### config.mk
export PLATFORM = sky130hd
export DESIGN_NAME = fuzzy_subsequence_scorer
export DESIGN_NICKNAME = d
export VERILOG_FILES = /design/src/design/fss_pkg.sv /design/src/design/fss_qmem.sv /design/src/design/fss_core.sv /design/src/design/fss_outbuf.sv /design/src/design/fuzzy_subsequence_scorer.sv
export SDC_FILE = /design/constraint.sdc
export NUM_CORES = 1
export LEC_CHECK = 0
export BUFFER_PORTS_ARGS = -buffer_cell sky130_fd_sc_hd__buf_4
export CORE_UTILIZATION = 40
export CTS_BUF_LIST = sky130_fd_sc_hd__clkbuf_4 sky130_fd_sc_hd__clkbuf_8
export CTS_CLUSTER_SIZE = 16
export DETAILED_ROUTE_END_ITERATION = 8
export PLACE_DENSITY_LB_ADDON = 0.3
export REMOVE_ABC_BUFFERS = 1
export SYNTH_ARGS = -nofsm -noshare
export SYNTH_HDL_FRONTEND = slang
export SYNTH_SLANG_ARGS = --single-unit
### constraint.sdc
create_clock -name i_clk -period 17.6 [get_ports i_clk]
set_input_delay 1.76 -clock i_clk [delete_from_list [all_inputs] [get_ports i_clk]]
set_output_delay 1.76 -clock i_clk [all_outputs]
set_load 0.1 [all_outputs]
### src/design/fss_pkg.sv
// ----------------------------------------------------------------------------
// fss_pkg
// Shared types, codes and constants of the fuzzy subsequence scorer.
// ----------------------------------------------------------------------------
package fss_pkg;

    localparam int QUERY_DEPTH_DEF = 32;

    localparam logic [1:0] FUNC_CLEAR  = 2'd0;
    localparam logic [1:0] FUNC_APPEND = 2'd1;
    localparam logic [1:0] FUNC_CHAR   = 2'd2;
    localparam logic [1:0] FUNC_EMPTY  = 2'd3;

    localparam logic [7:0]  SCORE_MATCH = 8'd10;
    localparam logic [7:0]  SCORE_START = 8'd15;
    localparam logic [4:0]  RUN_MAX     = 5'd31;
    localparam logic [12:0] ACCUM_MAX   = 13'd8191;
    localparam logic [15:0] LEN_MAX     = 16'hFFFF;

    localparam logic [15:0] CH_SPACE = 16'h0020;
    localparam logic [15:0] CH_DASH  = 16'h002D;
    localparam logic [15:0] CH_UNDER = 16'h005F;
    localparam logic [15:0] CH_SLASH = 16'h002F;
    localparam logic [15:0] CH_UC_A  = 16'h0041;
    localparam logic [15:0] CH_UC_Z  = 16'h005A;
    localparam logic [15:0] CH_FOLD  = 16'h0020;

    typedef struct packed {
        logic [1:0]  func;
        logic [15:0] ch;
        logic        last;
    } t_in;

    typedef struct packed {
        logic signed [16:0] match_score;
        logic               matched;
        logic [15:0]        candidate_index;
    } t_out;

    function automatic logic [15:0] fold(input logic [15:0] c);
        logic [15:0] r;
        r = c;
        if (c >= CH_UC_A && c <= CH_UC_Z) begin
            r = c + CH_FOLD;
        end
        return r;
    endfunction

    function automatic logic is_sep(input logic [15:0] c);
        return (c == CH_SPACE) || (c == CH_DASH) || (c == CH_UNDER) || (c == CH_SLASH);
    endfunction

endpackage

### src/design/fss_qmem.sv
// ----------------------------------------------------------------------------
// fss_qmem
// Query character store: one write port, one registered read port with
// write-to-read forwarding on the same address.
// ----------------------------------------------------------------------------
module fss_qmem #(
    parameter int QUERY_DEPTH = fss_pkg::QUERY_DEPTH_DEF,
    parameter int AW          = (QUERY_DEPTH > 1) ? $clog2(QUERY_DEPTH) : 1
) (
    input  logic          i_clk,
    input  logic          i_we,
    input  logic [AW-1:0] i_waddr,
    input  logic [15:0]   i_wdata,
    input  logic [AW-1:0] i_raddr,
    output logic [15:0]   o_rdata
);

    logic [15:0] r_mem [QUERY_DEPTH];
    logic [15:0] r_rdata;

    always_ff @(posedge i_clk) begin
        if (i_we) begin
            r_mem[i_waddr] <= i_wdata;
        end
        if (i_we && (i_waddr == i_raddr)) begin
            r_rdata <= i_wdata;
        end else begin
            r_rdata <= r_mem[i_raddr];
        end
    end

    assign o_rdata = r_rdata;

endmodule

### src/design/fss_core.sv
// ----------------------------------------------------------------------------
// fss_core
// Per-beat match and score update; prefetches the next query character.
// ----------------------------------------------------------------------------
module fss_core #(
    parameter int QUERY_DEPTH = fss_pkg::QUERY_DEPTH_DEF,
    parameter int LW          = $clog2(QUERY_DEPTH + 1),
    parameter int AW          = (QUERY_DEPTH > 1) ? $clog2(QUERY_DEPTH) : 1
) (
    input  logic           i_clk,
    input  logic           i_rst_n,
    input  logic           i_take,
    input  fss_pkg::t_in   i_data,
    output logic           o_we,
    output logic [AW-1:0]  o_waddr,
    output logic [15:0]    o_wdata,
    output logic [AW-1:0]  o_raddr,
    input  logic [15:0]    i_qchar,
    output logic           o_res_valid,
    output fss_pkg::t_out  o_res
);

    logic [LW-1:0] r_qlen, n_qlen;
    logic [LW-1:0] r_pos, n_pos;
    logic [4:0]    r_run, n_run;
    logic          r_prev_m, n_prev_m;
    logic          r_prev_sep, n_prev_sep;
    logic [15:0]   r_clen, n_clen;
    logic [12:0]   r_accum, n_accum;
    logic [15:0]   r_count, n_count;

    logic [LW-1:0] t_pos;
    logic [4:0]    t_run;
    logic          t_prev_m;
    logic [15:0]   t_clen;
    logic [12:0]   t_accum;
    logic [7:0]    t_add;
    logic [13:0]   t_sum;
    logic [17:0]   t_score;
    logic          t_emit;
    logic          t_hit;

    always_comb begin
        n_qlen     = r_qlen;
        n_pos      = r_pos;
        n_run      = r_run;
        n_prev_m   = r_prev_m;
        n_prev_sep = r_prev_sep;
        n_clen     = r_clen;
        n_accum    = r_accum;
        n_count    = r_count;
        o_we       = 1'b0;
        o_waddr    = r_qlen[AW-1:0];
        o_wdata    = fss_pkg::fold(i_data.ch);
        t_emit     = 1'b0;
        t_pos      = r_pos;
        t_run      = r_run;
        t_prev_m   = r_prev_m;
        t_clen     = r_clen;
        t_accum    = r_accum;
        t_add      = 8'd0;
        t_sum      = 14'd0;
        t_hit      = 1'b0;

        if (i_take) begin
            unique case (i_data.func)
                fss_pkg::FUNC_CLEAR: begin
                    n_qlen  = '0;
                    n_count = '0;
                end
                fss_pkg::FUNC_APPEND: begin
                    if (r_qlen < LW'(QUERY_DEPTH)) begin
                        o_we   = 1'b1;
                        n_qlen = r_qlen + LW'(1);
                    end
                end
                fss_pkg::FUNC_CHAR: begin
                    if (r_pos < r_qlen) begin
                        t_hit = (fss_pkg::fold(i_data.ch) == i_qchar);
                        if (t_hit) begin
                            if (r_prev_m) begin
                                t_run = (r_run < fss_pkg::RUN_MAX) ? r_run + 5'd1 : r_run;
                                t_add = fss_pkg::SCORE_MATCH + 8'({t_run, 2'b00}) + 8'(t_run);
                            end else begin
                                t_run = 5'd0;
                                t_add = fss_pkg::SCORE_MATCH;
                            end
                            if (r_clen == 16'd0 || r_prev_sep) begin
                                t_add = t_add + fss_pkg::SCORE_START;
                            end
                            t_sum    = 14'(r_accum) + 14'(t_add);
                            t_accum  = (t_sum > 14'(fss_pkg::ACCUM_MAX)) ?
                                       fss_pkg::ACCUM_MAX : t_sum[12:0];
                            t_prev_m = 1'b1;
                            t_pos    = r_pos + LW'(1);
                        end else begin
                            t_prev_m = 1'b0;
                            t_run    = 5'd0;
                        end
                    end
                    t_clen     = (r_clen < fss_pkg::LEN_MAX) ? r_clen + 16'd1 : r_clen;
                    n_pos      = t_pos;
                    n_run      = t_run;
                    n_prev_m   = t_prev_m;
                    n_prev_sep = fss_pkg::is_sep(i_data.ch);
                    n_clen     = t_clen;
                    n_accum    = t_accum;
                    t_emit     = i_data.last;
                end
                fss_pkg::FUNC_EMPTY: begin
                    t_pos   = '0;
                    t_clen  = 16'd0;
                    t_accum = 13'd0;
                    t_emit  = 1'b1;
                end
                default: begin
                end
            endcase

            if (i_data.func != fss_pkg::FUNC_CHAR || t_emit) begin
                n_pos      = '0;
                n_run      = 5'd0;
                n_prev_m   = 1'b0;
                n_prev_sep = 1'b0;
                n_clen     = 16'd0;
                n_accum    = 13'd0;
            end
            if (t_emit && r_count < fss_pkg::LEN_MAX) begin
                n_count = r_count + 16'd1;
            end
        end
    end

    assign o_raddr = n_pos[AW-1:0];

    always_comb begin
        t_score = 18'(t_accum) - 18'(t_clen) + 18'(r_qlen);
        o_res_valid           = t_emit;
        o_res.candidate_index = r_count;
        if (r_qlen == '0) begin
            o_res.match_score = 17'sd0;
            o_res.matched     = 1'b1;
        end else if (t_pos < r_qlen) begin
            o_res.match_score = -17'sd1;
            o_res.matched     = 1'b0;
        end else begin
            o_res.match_score = $signed(t_score[16:0]);
            o_res.matched     = 1'b1;
        end
    end

    always_ff @(posedge i_clk) begin
        if (!i_rst_n) begin
            r_qlen     <= '0;
            r_pos      <= '0;
            r_run      <= 5'd0;
            r_prev_m   <= 1'b0;
            r_prev_sep <= 1'b0;
            r_clen     <= 16'd0;
            r_accum    <= 13'd0;
            r_count    <= 16'd0;
        end else begin
            r_qlen     <= n_qlen;
            r_pos      <= n_pos;
            r_run      <= n_run;
            r_prev_m   <= n_prev_m;
            r_prev_sep <= n_prev_sep;
            r_clen     <= n_clen;
            r_accum    <= n_accum;
            r_count    <= n_count;
        end
    end

endmodule

### src/design/fss_outbuf.sv
// ----------------------------------------------------------------------------
// fss_outbuf
// Output register with one skid entry; ready toward the core is registered.
// ----------------------------------------------------------------------------
module fss_outbuf (
    input  logic          i_clk,
    input  logic          i_rst_n,
    input  logic          i_res_valid,
    input  fss_pkg::t_out i_res,
    output logic          o_space,
    output logic          o_valid,
    input  logic          i_ready,
    output fss_pkg::t_out o_data
);

    logic          r_out_v, r_skid_v;
    fss_pkg::t_out r_out, r_skid;

    always_ff @(posedge i_clk) begin
        if (!i_rst_n) begin
            r_out_v  <= 1'b0;
            r_skid_v <= 1'b0;
        end else if (r_out_v && !i_ready) begin
            if (i_res_valid) begin
                r_skid_v <= 1'b1;
            end
        end else if (r_skid_v) begin
            r_out_v  <= 1'b1;
            r_skid_v <= 1'b0;
        end else begin
            r_out_v <= i_res_valid;
        end
    end

    always_ff @(posedge i_clk) begin
        if (r_out_v && !i_ready) begin
            if (i_res_valid) begin
                r_skid <= i_res;
            end
        end else if (r_skid_v) begin
            r_out <= r_skid;
        end else if (i_res_valid) begin
            r_out <= i_res;
        end
    end

    assign o_space = !r_skid_v;
    assign o_valid = r_out_v;
    assign o_data  = r_out;

endmodule

### src/design/fuzzy_subsequence_scorer.sv
// ----------------------------------------------------------------------------
// fuzzy_subsequence_scorer
// Streams a query and candidate strings; emits one score per candidate.
//
// Input channel (i_valid/o_ready, i_data): one beat per command or character.
// Clear and append load the query into the query store; candidate beats are
// matched greedily against the next query character, case-folded on A-Z.
// Output channel (o_valid/i_ready, o_data): one beat per candidate, after its
// last character or an empty-candidate command; other beats give none.
// Throughput: one input beat per cycle while o_ready is high. The next query
// character is read ahead from the store at the next match position, so a
// match on one beat feeds the read address for the following beat.
// Output: each result is registered in the output buffer before o_data.
// Stall: an output register plus one skid entry; when both are full o_ready
// drops until the receiver takes a beat.
// Reset: synchronous, active low; empties the query, the candidate state,
// the counter and the output buffer. The store needs no clearing.
// ----------------------------------------------------------------------------
module fuzzy_subsequence_scorer #(
    parameter int QUERY_DEPTH = fss_pkg::QUERY_DEPTH_DEF
) (
    input  logic          i_clk,
    input  logic          i_rst_n,
    input  logic          i_valid,
    output logic          o_ready,
    input  fss_pkg::t_in  i_data,
    output logic          o_valid,
    input  logic          i_ready,
    output fss_pkg::t_out o_data
);

    localparam int LW = $clog2(QUERY_DEPTH + 1);
    localparam int AW = (QUERY_DEPTH > 1) ? $clog2(QUERY_DEPTH) : 1;

    logic          w_take;
    logic          w_we;
    logic [AW-1:0] w_waddr, w_raddr;
    logic [15:0]   w_wdata, w_qchar;
    logic          w_res_valid;
    fss_pkg::t_out w_res;
    logic          w_space;

    assign o_ready = w_space;
    assign w_take  = i_valid && w_space;

    fss_qmem #(
        .QUERY_DEPTH (QUERY_DEPTH),
        .AW          (AW)
    ) u_qmem (
        .i_clk   (i_clk),
        .i_we    (w_we),
        .i_waddr (w_waddr),
        .i_wdata (w_wdata),
        .i_raddr (w_raddr),
        .o_rdata (w_qchar)
    );

    fss_core #(
        .QUERY_DEPTH (QUERY_DEPTH),
        .LW          (LW),
        .AW          (AW)
    ) u_core (
        .i_clk       (i_clk),
        .i_rst_n     (i_rst_n),
        .i_take      (w_take),
        .i_data      (i_data),
        .o_we        (w_we),
        .o_waddr     (w_waddr),
        .o_wdata     (w_wdata),
        .o_raddr     (w_raddr),
        .i_qchar     (w_qchar),
        .o_res_valid (w_res_valid),
        .o_res       (w_res)
    );

    fss_outbuf u_outbuf (
        .i_clk       (i_clk),
        .i_rst_n     (i_rst_n),
        .i_res_valid (w_res_valid),
        .i_res       (w_res),
        .o_space     (w_space),
        .o_valid     (o_valid),
        .i_ready     (i_ready),
        .o_data      (o_data)
    );

endmodule
==> impl_metrics.ini <==
[status]
status = complete, no violations

[logic_synthesis]
yosysUniqueCellTypes = 77
synth_area_per_cell_um2 = 14.80
synthFlopType = edfxtp_1
synthCells = 1974
synth-edff-count = 580
async_flop_share_pct = 0
seq_area_frac_synth_pct = 64.49
ys_ff_latch = 651
yosys.area.top_type = edfxtp_1
synth.most_common_cell = edfxtp_1
ys_top_cells_by_count = edfxtp_1 (580), nand2_1 (128), mux2i_1 (113), nor2_1 (99), mux4_2 (87)
netlist.area_leader.share_pct = 59.62
ys_warn_count = 0
synth_area_leaders = edfxtp_1 (60%), mux4_2 (6.7%), dfxtp_1 (4.9%)
syn_area_mm2 = 0.02921

[global_route]
antenna_found_initial = 1
grt_max_degree = 48
grt_usage_pct = 20.34
overflow = 0
grt_pass1_wl_mm = 112.0
grt_pass1_vias = 17660

[clock_network]
holdBufCountCts = 0
post_cts_buffers = 0
cts_root_buf = clkbuf_8
cts_resized = 0
clk_latency_ns = 0.73
cts_max_level = 3
numClockSinks = 651
numCtsBuffers = 106
tritoncts = built
clkTransAtPathRegs_ns = 0.06
clockBufferDepth = 3

[floorplanning]
die_y_um = 272.2
ios = 59
dieArea_mm2 = 0.07411
core_mm2 = 0.07185
initial_core_util_pct = 40.65
die_x_um = 272.2
rows = 98

[timing]
finalCriticalPeriod_ns = 8.536
worst_pin_slew_ns = 1.281
whs_ns = 0.4852
report.final.slew_viol_count = 0
final-hold-violation-count = 0
grt_setup_unrepaired = false
max-slew-margin-rel_pct = 14.13
fmax_ghz = 0.1172
setup_viol = 0
tns_ns = 0
skew_ns = 0.03403
finalWorstSetupSlack_ns = 9.064
fin_crit_sh_pct = 48.50

[place]
portBuffers = 58
dp_slack_ns = 8.878
dp.final_hpwl_mm = 43.90
dpl-instance-area_mm2 = 0.03061
routabilityCongestion = 0.8537

[route]
num_vias = 17680
drtPass1Iterations = 5
wirelength_mm = 75.25
avgRoutedWirePerCell_um = 24.35
drc = 0
viasPerCell = 5.722
postRouteAntennaNets = 0
drtIter0Drc = 1844

[setup_path]
r2r_end = u_outbuf.o_data[31]
r2r_cells = 24
rrSetupSlack_ns = 9.06
critical_path.startpoint_type = flop
endpoint = u_outbuf.o_data[31]
path_max_fanout = 47
criticalPathCategory = flop to flop
crit_required_ns = 18.03
end_kind = flop
critPathArrivalTime_ns = 8.96

[final_layout]
syn2layout_area_growth_pct = 12.14
final_area_mm2 = 0.03276
drive_above_1_share_pct = 20.20
nets = 2139

[min_path]
min_path_type = flop to flop

[pwr]
power_mw = 3.106
p_leak_nw = 10.54
peakVddDrop_mv = 0.06122
cellPowerDensity_mw_per_mm2 = 94.80

[run]
cap_violations = 0
cell type report:
cell class                 instances  area [µm²]
multi-input combinational       1169        9812
sequential                       651       18850
fill                            6332       39100
inverter                          40       150.1
tap                              950        1189
antenna                            1       2.502
clock buffer                     151        1828
clock inverter                    47       317.8
timing repair buffer              81       608.1
how the worst min path moves through the flow:
stage,from,to,slack [ns],depth (start not counted)
2_1_floorplan,u_core.r_count[13],u_outbuf.r_skid[13],0.44,0
3_3_place_gp,u_core.r_count[13],u_outbuf.r_skid[13],0.45,0
3_5_place_dp,u_core.r_count[13],u_outbuf.r_skid[13],0.47,0
4_1_cts,u_core.r_count[13],u_outbuf.r_skid[13],0.49,0
5_1_grt,u_core.r_count[1],u_outbuf.r_skid[1],0.50,0
6_report,u_core.r_count[13],u_outbuf.r_skid[13],0.49,0
where the power goes:
group / switching, mW / internal (mW)
Sequential: 0.00231 / 1.68
Combinational: 0.0737 / 0.0228
Clock: 0.615 / 0.707
critical path: stages (launching register included):
cell       delay, ns
dfxtp_4         0.82
buf_4           0.67
buf_4           0.74
mux4_2          0.40
a22o_1          0.26
nor2_1          0.25
and4_1          0.26
o21ai_0         0.14
a2111oi_0       0.43
and4b_1         0.69
and2_1          0.47
a21oi_1         0.15
o22ai_1         0.17
fa_1            0.51
fa_1            0.47
a21o_1          0.18
a21oi_1         0.27
o21ai_0         0.17
and3_1          0.19
nor2_1          0.11
a21oi_1         0.10
a31o_2          0.28
xor2_1          0.14
nand2_1         0.11
a31oi_2         0.11
kinds of logic (layout without fill, tap and decap cells):
logic type,after synthesis,count (layout),synth area share (%)
muxes,221,221,11.39
AOI/OAI and AO/OA,338,338,8.228
other,0,1,0
xor gates and xnor gates,56,56,1.679
adders and majority gates,67,67,3.075
DFF,651,651,64.49
buffers and inverters,154,319,2.758
and+or+nand+nor,487,487,8.378
cells in the final DEF, fill, tap and decap left out, types with 40 or more instances in the layout:
cell type and n:
clkbuf_8 111, nor2_1 66, a21oi_1 58, mux4_2 87, nand2_1 128, clkbuf_4 40
dfxtp_1 67, a22oi_1 48, mux2i_1 113, edfxtp_1 580, o21ai_0 73, buf_4 81
ha_1 59, nand3_1 54
per-layer routing:
metal	vias to the layer above	global-route usage (%)	wire length [µm]
li1	7872	-	-
met4	0	6.993	1929
met2	660	33.10	36350
met3	118	3.191	4868
met5	-	0	0
met1	9031	27.74	32100
metrics by stage:
step / instances / utilization [%]
finish: 3090 / 45.59
global route: 3090 / 45.59
CTS: 3089 / 45.59
detailed placement: 2891 / 42.60
global placement: 2891 / 42.60
floorplan: 1860 / -
registers in the layout, indices dropped and copies added (netlist names), 5 cells and up, named ones only:
name,cells
u_core.r_pos,6
u_core.r_accum,13
u_core.r_count,16
u_core.r_run,5
u_qmem.r_mem,512
u_core.r_qlen,6
u_outbuf.o_data,34
u_core.r_clen,16
u_outbuf.r_skid,34
Note: power is estimated with default switching activity, not from simulation.
